### src/rtl/kfvs_pkg.sv
`default_nettype none
package kfvs_pkg;

    localparam int MAX_KEYS   = 64;
    localparam int KEY_W      = 6;
    localparam int CNT_W      = 7;
    localparam int FRAC_BITS  = 16;
    localparam int DATA_W     = 32;
    localparam int CDEPTH     = 3 * MAX_KEYS;
    localparam int CADDR_W    = 8;
    localparam int DIV_W      = DATA_W + 2;
    localparam int MOP_W      = 36;
    localparam int PROD_W     = 2 * MOP_W;
    localparam int ACC_W      = PROD_W - FRAC_BITS + 2;
    localparam int CFG_IDX_W  = 1;
    localparam int CFG_DATA_W = 7;

    localparam logic OP_LOAD   = 1'b0;
    localparam logic OP_SAMPLE = 1'b1;

    localparam logic [1:0] SLOT_IN  = 2'd0;
    localparam logic [1:0] SLOT_VAL = 2'd1;
    localparam logic [1:0] SLOT_OUT = 2'd2;

    localparam logic [1:0] MODE_STEP   = 2'd0;
    localparam logic [1:0] MODE_LINEAR = 2'd1;
    localparam logic [1:0] MODE_CUBIC  = 2'd2;

    localparam logic [CFG_IDX_W-1:0] REG_INTERP_MODE = 1'd0;
    localparam logic [CFG_IDX_W-1:0] REG_KEY_COUNT   = 1'd1;

    // key time read address source
    localparam logic [1:0] TA_FIRST = 2'd0;
    localparam logic [1:0] TA_LAST  = 2'd1;
    localparam logic [1:0] TA_SCAN  = 2'd2;
    localparam logic [1:0] TA_PREV  = 2'd3;

    // component read key source
    localparam logic [1:0] CK_FIRST = 2'd0;
    localparam logic [1:0] CK_LAST  = 2'd1;
    localparam logic [1:0] CK_A     = 2'd2;
    localparam logic [1:0] CK_B     = 2'd3;

    localparam logic [1:0] CAP_P0 = 2'd0;
    localparam logic [1:0] CAP_M0 = 2'd1;
    localparam logic [1:0] CAP_P1 = 2'd2;
    localparam logic [1:0] CAP_M1 = 2'd3;

    localparam logic [3:0] MO_UU    = 4'd0;
    localparam logic [3:0] MO_U2U   = 4'd1;
    localparam logic [3:0] MO_H10DT = 4'd2;
    localparam logic [3:0] MO_H11DT = 4'd3;
    localparam logic [3:0] MO_LIN   = 4'd4;
    localparam logic [3:0] MO_H00P0 = 4'd5;
    localparam logic [3:0] MO_S10M0 = 4'd6;
    localparam logic [3:0] MO_H01P1 = 4'd7;
    localparam logic [3:0] MO_S11M1 = 4'd8;

    localparam logic [1:0] RS_EMPTY = 2'd0;
    localparam logic [1:0] RS_VALUE = 2'd1;
    localparam logic [1:0] RS_ACC   = 2'd2;
    localparam logic [1:0] RS_ZERO  = 2'd3;

    typedef struct packed {
        logic                     op;
        logic [KEY_W-1:0]         key_index;
        logic [1:0]               slot;
        logic signed [DATA_W-1:0] time_value;
        logic signed [DATA_W-1:0] vec_x;
        logic signed [DATA_W-1:0] vec_y;
        logic signed [DATA_W-1:0] vec_z;
    } t_in;

    typedef struct packed {
        logic signed [DATA_W-1:0] out_x;
        logic signed [DATA_W-1:0] out_y;
        logic signed [DATA_W-1:0] out_z;
        logic                     was_empty;
    } t_out;

    typedef struct packed {
        logic       load_we;
        logic       sample_start;
        logic [1:0] taddr_sel;
        logic       idx_init;
        logic       idx_inc;
        logic       latch_b;
        logic       dt_load;
        logic       div_step;
        logic [1:0] ckey;
        logic [1:0] cslot;
        logic       cap_en;
        logic [1:0] cap_sel;
        logic       acc_init;
        logic       acc_lin;
        logic       mul_issue;
        logic       mul_cap;
        logic [3:0] mop;
        logic [1:0] comp;
        logic       res_load;
        logic [1:0] res_sel;
    } t_cmd;

    typedef struct packed {
        logic       n_zero;
        logic [1:0] mode;
        logic       q_le_t;
        logic       q_ge_t;
        logic       t_gt_q;
        logic       cidx_last;
    } t_stat;

endpackage
`default_nettype wire

### src/rtl/kfvs_ctrl.sv
`default_nettype none
module kfvs_ctrl
    import kfvs_pkg::*;
(
    input  wire logic       i_clk,
    input  wire logic       i_rst_n,
    input  wire logic       i_in_valid,
    output logic            o_in_ready,
    input  wire logic       i_op,
    input  wire logic [1:0] i_slot,
    output logic            o_out_valid,
    input  wire logic       i_out_ready,
    input  wire t_stat      i_stat,
    output t_cmd            o_cmd
);

    localparam logic [3:0] S_IDLE = 4'd0;
    localparam logic [3:0] S_T0   = 4'd1;
    localparam logic [3:0] S_T0C  = 4'd2;
    localparam logic [3:0] S_TL   = 4'd3;
    localparam logic [3:0] S_TLC  = 4'd4;
    localparam logic [3:0] S_C0   = 4'd5;
    localparam logic [3:0] S_CL   = 4'd6;
    localparam logic [3:0] S_CCAP = 4'd7;
    localparam logic [3:0] S_SRCH = 4'd8;
    localparam logic [3:0] S_TA   = 4'd9;
    localparam logic [3:0] S_DT   = 4'd10;
    localparam logic [3:0] S_DIV  = 4'd11;
    localparam logic [3:0] S_RV   = 4'd12;
    localparam logic [3:0] S_MUL  = 4'd13;
    localparam logic [3:0] S_DONE = 4'd14;

    localparam logic [3:0] DIV_LAST   = 4'(FRAC_BITS - 1);
    localparam logic [3:0] RV_LAST    = 4'd4;
    localparam logic [3:0] LIN_LAST   = 4'd2;
    localparam logic [3:0] CUBIC_LAST = 4'd15;
    localparam logic [3:0] CUBIC_VEC  = 4'd4;

    logic [3:0] r_state, n_state;
    logic       r_first, n_first;
    logic [3:0] r_cnt, n_cnt;
    logic [3:0] r_step, n_step;
    logic       r_ph, n_ph;
    logic [1:0] r_rsel, n_rsel;
    logic       r_ovalid, n_ovalid;

    logic       cubic;
    logic [3:0] step_off;
    logic [3:0] step_last;

    assign cubic     = (i_stat.mode == MODE_CUBIC);
    assign step_off  = r_step - CUBIC_VEC;
    assign step_last = cubic ? CUBIC_LAST : LIN_LAST;

    always_comb begin
        n_state  = r_state;
        n_first  = r_first;
        n_cnt    = r_cnt;
        n_step   = r_step;
        n_ph     = r_ph;
        n_rsel   = r_rsel;
        o_cmd    = '0;

        // multiply schedule: cubic, basis terms then four products per component; linear, one each
        if (cubic) begin
            if (r_step < CUBIC_VEC) begin
                case (r_step[1:0])
                    2'd0:    o_cmd.mop = MO_UU;
                    2'd1:    o_cmd.mop = MO_U2U;
                    2'd2:    o_cmd.mop = MO_H10DT;
                    default: o_cmd.mop = MO_H11DT;
                endcase
            end else begin
                o_cmd.comp = step_off[3:2];
                case (step_off[1:0])
                    2'd0:    o_cmd.mop = MO_H00P0;
                    2'd1:    o_cmd.mop = MO_S10M0;
                    2'd2:    o_cmd.mop = MO_H01P1;
                    default: o_cmd.mop = MO_S11M1;
                endcase
            end
        end else begin
            o_cmd.mop  = MO_LIN;
            o_cmd.comp = r_step[1:0];
        end

        case (r_state)
            S_IDLE: begin
                if (i_in_valid) begin
                    if (i_op == OP_LOAD) begin
                        o_cmd.load_we = (i_slot <= SLOT_OUT);
                    end else begin
                        o_cmd.sample_start = 1'b1;
                        if (i_stat.n_zero) begin
                            n_rsel  = RS_EMPTY;
                            n_state = S_DONE;
                        end else begin
                            n_state = S_T0;
                        end
                    end
                end
            end
            S_T0: begin
                o_cmd.taddr_sel = TA_FIRST;
                n_state = S_T0C;
            end
            S_T0C: begin
                n_state = i_stat.q_le_t ? S_C0 : S_TL;
            end
            S_TL: begin
                o_cmd.taddr_sel = TA_LAST;
                n_state = S_TLC;
            end
            S_TLC: begin
                if (i_stat.q_ge_t) begin
                    n_state = S_CL;
                end else begin
                    o_cmd.idx_init = 1'b1;
                    n_first = 1'b1;
                    n_state = S_SRCH;
                end
            end
            S_C0: begin
                o_cmd.ckey  = CK_FIRST;
                o_cmd.cslot = SLOT_VAL;
                n_state = S_CCAP;
            end
            S_CL: begin
                o_cmd.ckey  = CK_LAST;
                o_cmd.cslot = SLOT_VAL;
                n_state = S_CCAP;
            end
            S_CCAP: begin
                o_cmd.cap_en  = 1'b1;
                o_cmd.cap_sel = CAP_P0;
                n_rsel  = RS_VALUE;
                n_state = S_DONE;
            end
            S_SRCH: begin
                // one key time per cycle; the key time read is registered and r_cidx follows its address
                o_cmd.taddr_sel = TA_SCAN;
                o_cmd.idx_inc   = 1'b1;
                n_first = 1'b0;
                if (!r_first && (i_stat.t_gt_q || i_stat.cidx_last)) begin
                    o_cmd.latch_b = 1'b1;
                    n_state = S_TA;
                end
            end
            S_TA: begin
                o_cmd.taddr_sel = TA_PREV;
                n_state = S_DT;
            end
            S_DT: begin
                o_cmd.dt_load = 1'b1;
                n_cnt   = '0;
                n_state = S_DIV;
            end
            S_DIV: begin
                o_cmd.div_step = 1'b1;
                n_cnt = r_cnt + 4'd1;
                if (r_cnt == DIV_LAST) begin
                    n_cnt   = '0;
                    n_state = S_RV;
                end
            end
            S_RV: begin
                case (r_cnt)
                    4'd0:    begin o_cmd.ckey = CK_A; o_cmd.cslot = SLOT_VAL; end
                    4'd1:    begin o_cmd.ckey = CK_A; o_cmd.cslot = SLOT_OUT; end
                    4'd2:    begin o_cmd.ckey = CK_B; o_cmd.cslot = SLOT_VAL; end
                    default: begin o_cmd.ckey = CK_B; o_cmd.cslot = SLOT_IN;  end
                endcase
                case (r_cnt)
                    4'd1:    begin o_cmd.cap_en = 1'b1; o_cmd.cap_sel = CAP_P0; end
                    4'd2:    begin o_cmd.cap_en = 1'b1; o_cmd.cap_sel = CAP_M0; end
                    4'd3:    begin o_cmd.cap_en = 1'b1; o_cmd.cap_sel = CAP_P1; end
                    4'd4:    begin o_cmd.cap_en = 1'b1; o_cmd.cap_sel = CAP_M1; end
                    default: ;
                endcase
                n_cnt = r_cnt + 4'd1;
                if (r_cnt == RV_LAST) begin
                    n_cnt = '0;
                    case (i_stat.mode)
                        MODE_STEP: begin
                            n_rsel  = RS_VALUE;
                            n_state = S_DONE;
                        end
                        MODE_LINEAR, MODE_CUBIC: begin
                            o_cmd.acc_init = 1'b1;
                            o_cmd.acc_lin  = (i_stat.mode == MODE_LINEAR);
                            n_step  = '0;
                            n_ph    = 1'b0;
                            n_state = S_MUL;
                        end
                        default: begin
                            n_rsel  = RS_ZERO;
                            n_state = S_DONE;
                        end
                    endcase
                end
            end
            S_MUL: begin
                if (!r_ph) begin
                    o_cmd.mul_issue = 1'b1;
                    n_ph = 1'b1;
                end else begin
                    o_cmd.mul_cap = 1'b1;
                    n_ph   = 1'b0;
                    n_step = r_step + 4'd1;
                    if (r_step == step_last) begin
                        n_rsel  = RS_ACC;
                        n_state = S_DONE;
                    end
                end
            end
            S_DONE: begin
                if (!r_ovalid || i_out_ready) begin
                    o_cmd.res_load = 1'b1;
                    o_cmd.res_sel  = r_rsel;
                    n_state = S_IDLE;
                end
            end
            default: n_state = S_IDLE;
        endcase

        n_ovalid = r_ovalid;
        if (r_ovalid && i_out_ready) begin
            n_ovalid = 1'b0;
        end
        if (o_cmd.res_load) begin
            n_ovalid = 1'b1;
        end
    end

    always_ff @(posedge i_clk) begin
        if (!i_rst_n) begin
            r_state  <= S_IDLE;
            r_first  <= 1'b0;
            r_cnt    <= '0;
            r_step   <= '0;
            r_ph     <= 1'b0;
            r_rsel   <= RS_ZERO;
            r_ovalid <= 1'b0;
        end else begin
            r_state  <= n_state;
            r_first  <= n_first;
            r_cnt    <= n_cnt;
            r_step   <= n_step;
            r_ph     <= n_ph;
            r_rsel   <= n_rsel;
            r_ovalid <= n_ovalid;
        end
    end

    assign o_in_ready  = (r_state == S_IDLE);
    assign o_out_valid = r_ovalid;

endmodule
`default_nettype wire

### config.mk
export PLATFORM = sky130hd
export DESIGN_NAME = kfvs_ctrl
export DESIGN_NICKNAME = d
export VERILOG_FILES = /design/src/rtl/kfvs_pkg.sv /design/src/rtl/kfvs_ctrl.sv
export SDC_FILE = /design/constraint.sdc
export NUM_CORES = 1
export LEC_CHECK = 0
export BUFFER_PORTS_ARGS = -buffer_cell sky130_fd_sc_hd__buf_2
export CORE_MARGIN = 1
export CORE_UTILIZATION = 25
export CTS_CLUSTER_SIZE = 40
export DETAILED_ROUTE_END_ITERATION = 12
export PLACE_DENSITY = 0.53
export SLEW_MARGIN = 20
export SYNTH_ARGS = -nofsm -noshare
export SYNTH_HDL_FRONTEND = slang
export SYNTH_SLANG_ARGS = --single-unit
### constraint.sdc
create_clock -name i_clk -period 2.4 [get_ports i_clk]
set_clock_uncertainty 0.05 [all_clocks]
set_input_delay 0.12 -clock i_clk [delete_from_list [all_inputs] [get_ports i_clk]]
set_output_delay 0.12 -clock i_clk [all_outputs]
set_load 0.02 [all_outputs]
======== After elaboration in Yosys (flattened, before gate mapping) ========
Cells that the tools add are included.
word-level totals
  bits of input ports ..................... 14
  word-level logic and storage cells ...... 137
  flip-flop bits (word level) ............. 17
  output and inout port bits .............. 31
operators by class
  muxes and demuxes ....................... 64
  reductions and logical operators ........ 23
  order comparisons ....................... 2
  $add $sub $neg .......................... 3
  eq/ne operators ......................... 38
operators by type and width
  cell                                           count
  2-to-1 mux 4 bit                               17
  case mux 4 bit (14 select lines)               1
  case mux 4 bit (3 select lines)                3
  == test 4 bit, second input constant           8
  2-to-1 mux 2 bit                               15
  == test 4 x 3 -> 1 bit, second input constant  5
  != test 2 bit, second input constant           9
  == test 4 x 2 -> 1 bit, second input constant  4
  AND reduction 8 bit                            2
  2-to-1 mux 1 bit                               14
  case mux 2 bit (3 select lines)                2
  case mux 3 bit (4 select lines)                1
  2-to-1 mux 3 bit                               3
  case mux 3 bit (3 select lines)                1
  adder 4 x 1 -> 4 bit, second input constant    2
  == test 4 x 1 -> 1 bit, second input constant  2
  zero test 4 bit                                2
  case mux 2 bit (4 select lines)                1
  case mux 4 bit (2 select lines)                1
  == test 2 x 1 -> 1 bit, second input constant  3
  == test 2 bit, second input constant           3
  zero test 2 bit                                3
  2-to-1 mux 6 bit                               1
  != test 2 x 1 -> 1 bit, second input constant  3
  other kinds (17)                               24

======== Depth between registers and ports, before layout ========
  depth after elaboration ................. 6
  depth in mapped cells ................... 8
  gate-level depth less buffers ........... 7

======== Worst setup path after synthesis ========
OpenSTA, ideal clock, no wires.
  path kind ............................... register -> output
  start ................................... reg r_state[2]
  end ..................................... out o_cmd[28] in the netlist's numbering
  setup slack ............................. 0.193 ns
  cell stages (with the launch flop) ...... 3
  arrival ................................. 2.037 ns
  buffers on the path ..................... 0
  data required time ...................... 2.230 ns
  cell sequence ........................... dfxtp_1 -> or4_1 -> a2111oi_0
RTL lines
  element                   line              text
  start: declaration        kfvs_ctrl.sv:39   logic [3:0] r_state, n_state;
  start signal: assignment  kfvs_ctrl.sv:245  r_state <= n_state;
  end: declaration          kfvs_ctrl.sv:14   output t_cmd o_cmd

======== Final worst setup path ========
  start ................................... reg r_cnt[0]
  end ..................................... reg r_rsel[0]
between the ends
  longest elaborated chain between the ends .. 3
RTL lines
  element                               line              text
  start: declaration                    kfvs_ctrl.sv:41   logic [3:0] r_cnt, n_cnt;
  start signal: assignment              kfvs_ctrl.sv:247  r_cnt <= n_cnt;
  == test 4 x 3 -> 1 bit                kfvs_ctrl.sv:181  if (r_cnt == RV_LAST) begin
  != test 2 bit (no source line)        -
  AND reduction 8 bit (no source line)  -
  end signal: assignment                kfvs_ctrl.sv:250  r_rsel <= n_rsel;
  end: declaration                      kfvs_ctrl.sv:44   logic [1:0] r_rsel, n_rsel;
No other way between the ends.
A chain may end at the register's enable or synchronous reset.

==> results.txt <==
In the post-synthesis netlist, the biggest area contributors are sky130_fd_sc_hd__dfxtp_1 21%, sky130_fd_sc_hd__ha_1 9.3%, sky130_fd_sc_hd__nand2_1 5.8%, sky130_fd_sc_hd__nor2_1 5.1%, sky130_fd_sc_hd__o21ai_0 4.6%. The routed via count is 1,702, and the async set or reset register ratio after synthesis is 0. The floorplan step defined a die boundary enclosing 6790 um^2.

Measured along the x axis, the die boundary spans 82.4 um. The worst setup path is launched from a flip-flop. The detailed router finished its first iteration with 120 violations.

The run gives 1620 um^2 as the netlist area before placement. TritonCTS built the clock tree. The max-slew headroom at the worst pin is 0.730. In this run the vertical extent of the chip is 82.4 um.

Dividing the synthesized area by the synthesized cell count gives 7.18 um^2. Entering global routing, the biggest net connects 21 pins. The portion of the post-synthesis area used by sequential elements was 0.211.

The tightest min-delay check is of the input port to flip-flop type. Global routing finished with a remaining overflow of 0. Setup slack of the most critical reg-to-reg path: 310 ps. The ratio of final minimum period to clock period is 0.870. The most critical setup path has its endpoint at r_rsel[0]$_SDFFE_PN1P_. Setup repair after global routing left no endpoint under its margin.

The via count of the first global-routing pass is 1,485. The tools report the clock root buffer as sky130_fd_sc_hd__clkbuf_8. The launch point of the worst reg-to-reg path was r_cnt[0]$_SDFFE_PN0P_.

For the number of H-tree levels, the log shows 1. Once the clock tree was built, the setup fixing pass inserted 0 buffers. The total of buffers placed on input and output ports works out to 44. Yosys mapped a number of flops with a built-in enable equal to 0.

In this run the cell area measured after placement is 1900 um^2. The cell count after synthesis came out at 225. The area growth from synthesis to layout is 20.7%. The flow ran to the end, and the final reports show no timing, DRC or antenna violations.

The number of nets in the layout was 292; the shortest period the worst path allows was 2090 ps. Worst IR drop on VDD: 0.499 mV. The number of buffer and inverter stages on the critical path works out to 1.

Row generation in the floorplan step produced 28 rows. 45 I/O pins were placed. Summed over all layers, the routed wires come to 4500 um.

The run gives 7160 um as the wire length of the first global-routing pass. At the end of routability-driven placement, the weighted congestion stood at 0.755. After detailed routing, the average wire length per cell comes to 13.2 um. Clock latency on the worst-skew pair, taken at its later pin, is 260 ps. 0 antenna diodes ended up in the layout. The tool flagged a number of max-cap violations equal to 0.

In this run the number of cells on the critical path is 6. For this design the ratio of total power to cell area is 879 nW/um^2. The total area of multi-input combinational cells is 1130 um^2. The achievable frequency was 479 MHz. The filler cell count came out at 659. Number of optimization iterations in the first detailed-route pass: 4. The startpoint of the most critical setup path is r_cnt[0]$_SDFFE_PN0P_. The category of the most critical setup path was flip-flop to flip-flop.

Across the whole layout, storage elements account for 340 um^2. Portion of synthesized cell area occupied by the leading cell type: 0.211. The predominant post-synthesis flop cell was sky130_fd_sc_hd__dfxtp_1. Summed over all failing endpoints, the final setup total negative slack is 0 ps. For the total power consumption of the routed design, the log shows 1.71 mW.

In this run the remaining antenna-violating nets after routing total 0. After legalization and detailed placement, the total HPWL measured 3530 um. For the leakage power total, the log shows 0.923 nW. Final core utilization: 0.322. Overall routing resource usage: 0.138. The number of clock sinks seen by CTS was 17; the hold buffer count at cts was 0. The number of nets in the synthesized netlist is 251.

The effective utilization at floorplan is 0.267, and the share of cells above drive strength 1 is 0.238. Of all cell types, the one taking the most synthesized area is sky130_fd_sc_hd__dfxtp_1. The number of gates resized after CTS is 0. The run gives 2190 ps as the data arrival time at the worst-slack endpoint. On the critical path the largest part of the delay comes from compound AO/OA/AOI/OAI gates. Traced cell by cell, the critical path runs through inv_1, ha_1, or4bb_1, a22oi_1, o211ai_1, a211o_1. The logs give 0 for the max-slew violation count and 1950 um^2 for the area of all placed cells without fillers.

The netlist uses 52 different library cells. The number of buffers added by the clock tree synthesis step was 3. The cell type of the slowest stage on the worst timing path is sky130_fd_sc_hd__or4bb_1.

The hold violation count in the final report is 0. The number of vias per cell works out to 5.01. After detailed routing, the number of remaining DRC violations is 0. The data required time of the worst path is 2500 ps, and the measured slew at the worst slew-check pin is 399 ps. The number of antenna violations at the first check in global routing is 0. The maximum fanout along the worst path is 5. The longest clock path from root to sink contains 2 buffers.

The reg-to-reg endpoint is r_rsel[0]$_SDFFE_PN1P_. The count of state elements after synthesis was 17; the total core area was 6060 um^2. The warning count from the yosys run came out at 0. The worst setup path is captured at a flip-flop. Measured in cells, the most critical reg-to-reg path has a length of 6.

The largest stage delay on the critical path works out to 500 ps. Setup violations remaining at the end of the flow were counted as 0. After clock tree synthesis, the clock-pin slew on the worst setup and hold paths is 70 ps.
==> cell type report <==
class                   count  area share
clock buffers               3      0.0212
clock inverters             1     0.00257
inverters                  17      0.0327
multi-input cells         176       0.581
flip-flops and latches     17       0.175
well taps                  75      0.0481
repair buffers             51       0.140
==> cell families (layout without fill, tap and decap cells) <==
logic type / count (synthesis) / count (layout) / synth area share
xor+xnor: 3 / 3 / 0.0163
flops: 17 / 17 / 0.211
mux: 6 / 6 / 0.0380
simple gates: 99 / 99 / 0.329
buf+inv: 32 / 72 / 0.0883
fa+ha+maj: 12 / 12 / 0.0929
compound gates: 56 / 56 / 0.225
==> synth_stat cells, types with 2 or more instances <==
cell type,count
sky130_fd_sc_hd__a2111oi_0,2
sky130_fd_sc_hd__a21boi_0,2
sky130_fd_sc_hd__a21oi_1,14
sky130_fd_sc_hd__a22oi_1,4
sky130_fd_sc_hd__a31oi_1,2
sky130_fd_sc_hd__and2_1,3
sky130_fd_sc_hd__and3_1,2
sky130_fd_sc_hd__buf_2,3
sky130_fd_sc_hd__buf_4,2
sky130_fd_sc_hd__clkbuf_1,9
sky130_fd_sc_hd__dfxtp_1,17
sky130_fd_sc_hd__ha_1,12
sky130_fd_sc_hd__inv_1,16
sky130_fd_sc_hd__mux2i_1,5
sky130_fd_sc_hd__nand2_1,25
sky130_fd_sc_hd__nand2b_1,8
sky130_fd_sc_hd__nand3_1,8
sky130_fd_sc_hd__nand3b_1,5
sky130_fd_sc_hd__nand4_1,2
sky130_fd_sc_hd__nand4b_1,2
sky130_fd_sc_hd__nor2_1,22
sky130_fd_sc_hd__nor2b_1,7
sky130_fd_sc_hd__nor3_1,4
sky130_fd_sc_hd__o211ai_1,3
sky130_fd_sc_hd__o21ai_0,15
sky130_fd_sc_hd__o22ai_1,4
sky130_fd_sc_hd__xor2_1,2
==> where the power goes <==
part / internal [mW] / switching, mW
logic: 0.441 / 0.638
clock network: 0.115 / 0.110
registers: 0.339 / 0.0697
==> worst min path at each step <==
stage               cells after the start                      to  slack (ps)       from
detailed placement                      2  r_rsel[1]$_SDFFE_PN1P_         330    i_rst_n
finish                                  2  r_rsel[1]$_SDFFE_PN1P_          60    i_rst_n
floorplan                               1               o_cmd[24]         280  i_stat[2]
global placement                        2  r_rsel[1]$_SDFFE_PN1P_         330    i_rst_n
global route                            2  r_rsel[1]$_SDFFE_PN1P_          60    i_rst_n
CTS                                     2  r_rsel[1]$_SDFFE_PN1P_          60    i_rst_n
==> stage by stage <==
stage,cells,worst slack (ps),hold slack [ps]
finish,340,311,61.4
global route,340,142,64.0
CTS,340,319,62.5
detailed placement,336,342,331
global placement,336,375,328
floorplan,225,193,280
==> layer usage <==
| layer | up-vias | track usage | share of wire |
|---|---|---|---|
| met2 | 58 | 0.224 | 0.46 |
| met4 | 0 | 0.0211 | 0.0040 |
| li1 | 867 | - | - |
| met3 | 2 | 0.0275 | 0.069 |
| met1 | 775 | 0.190 | 0.47 |
| met5 | - | 0 | 0 |
==> state kept, by name, summed over array words and instances, names as in the netlist <==
name and flops:
o_out_valid 1, r_cnt 4, r_first 1, r_ph 1, r_rsel 2, r_state 4
r_step 4
==> placed cells by master, fill, tap and decap left out, drive strengths merged, types with 2 or more instances in the layout <==
cell,instances
buf,51
nand2,25
nor2,23
dfxtp,17
inv,17
o21ai,15
a21oi,14
ha,12
nand2b,8
nand3,8
nor2b,7
nand3b,5
mux2i,5
nor3,5
a22oi,4
o22ai,4
and2,3
o211ai,3
clkbuf,3
nand4b,2
a21boi,2
and3,2
a2111oi,2
nand4,2
a31oi,2
xor2,2
or4,2
a211oi,2
(Power assumes the default switching activity.)
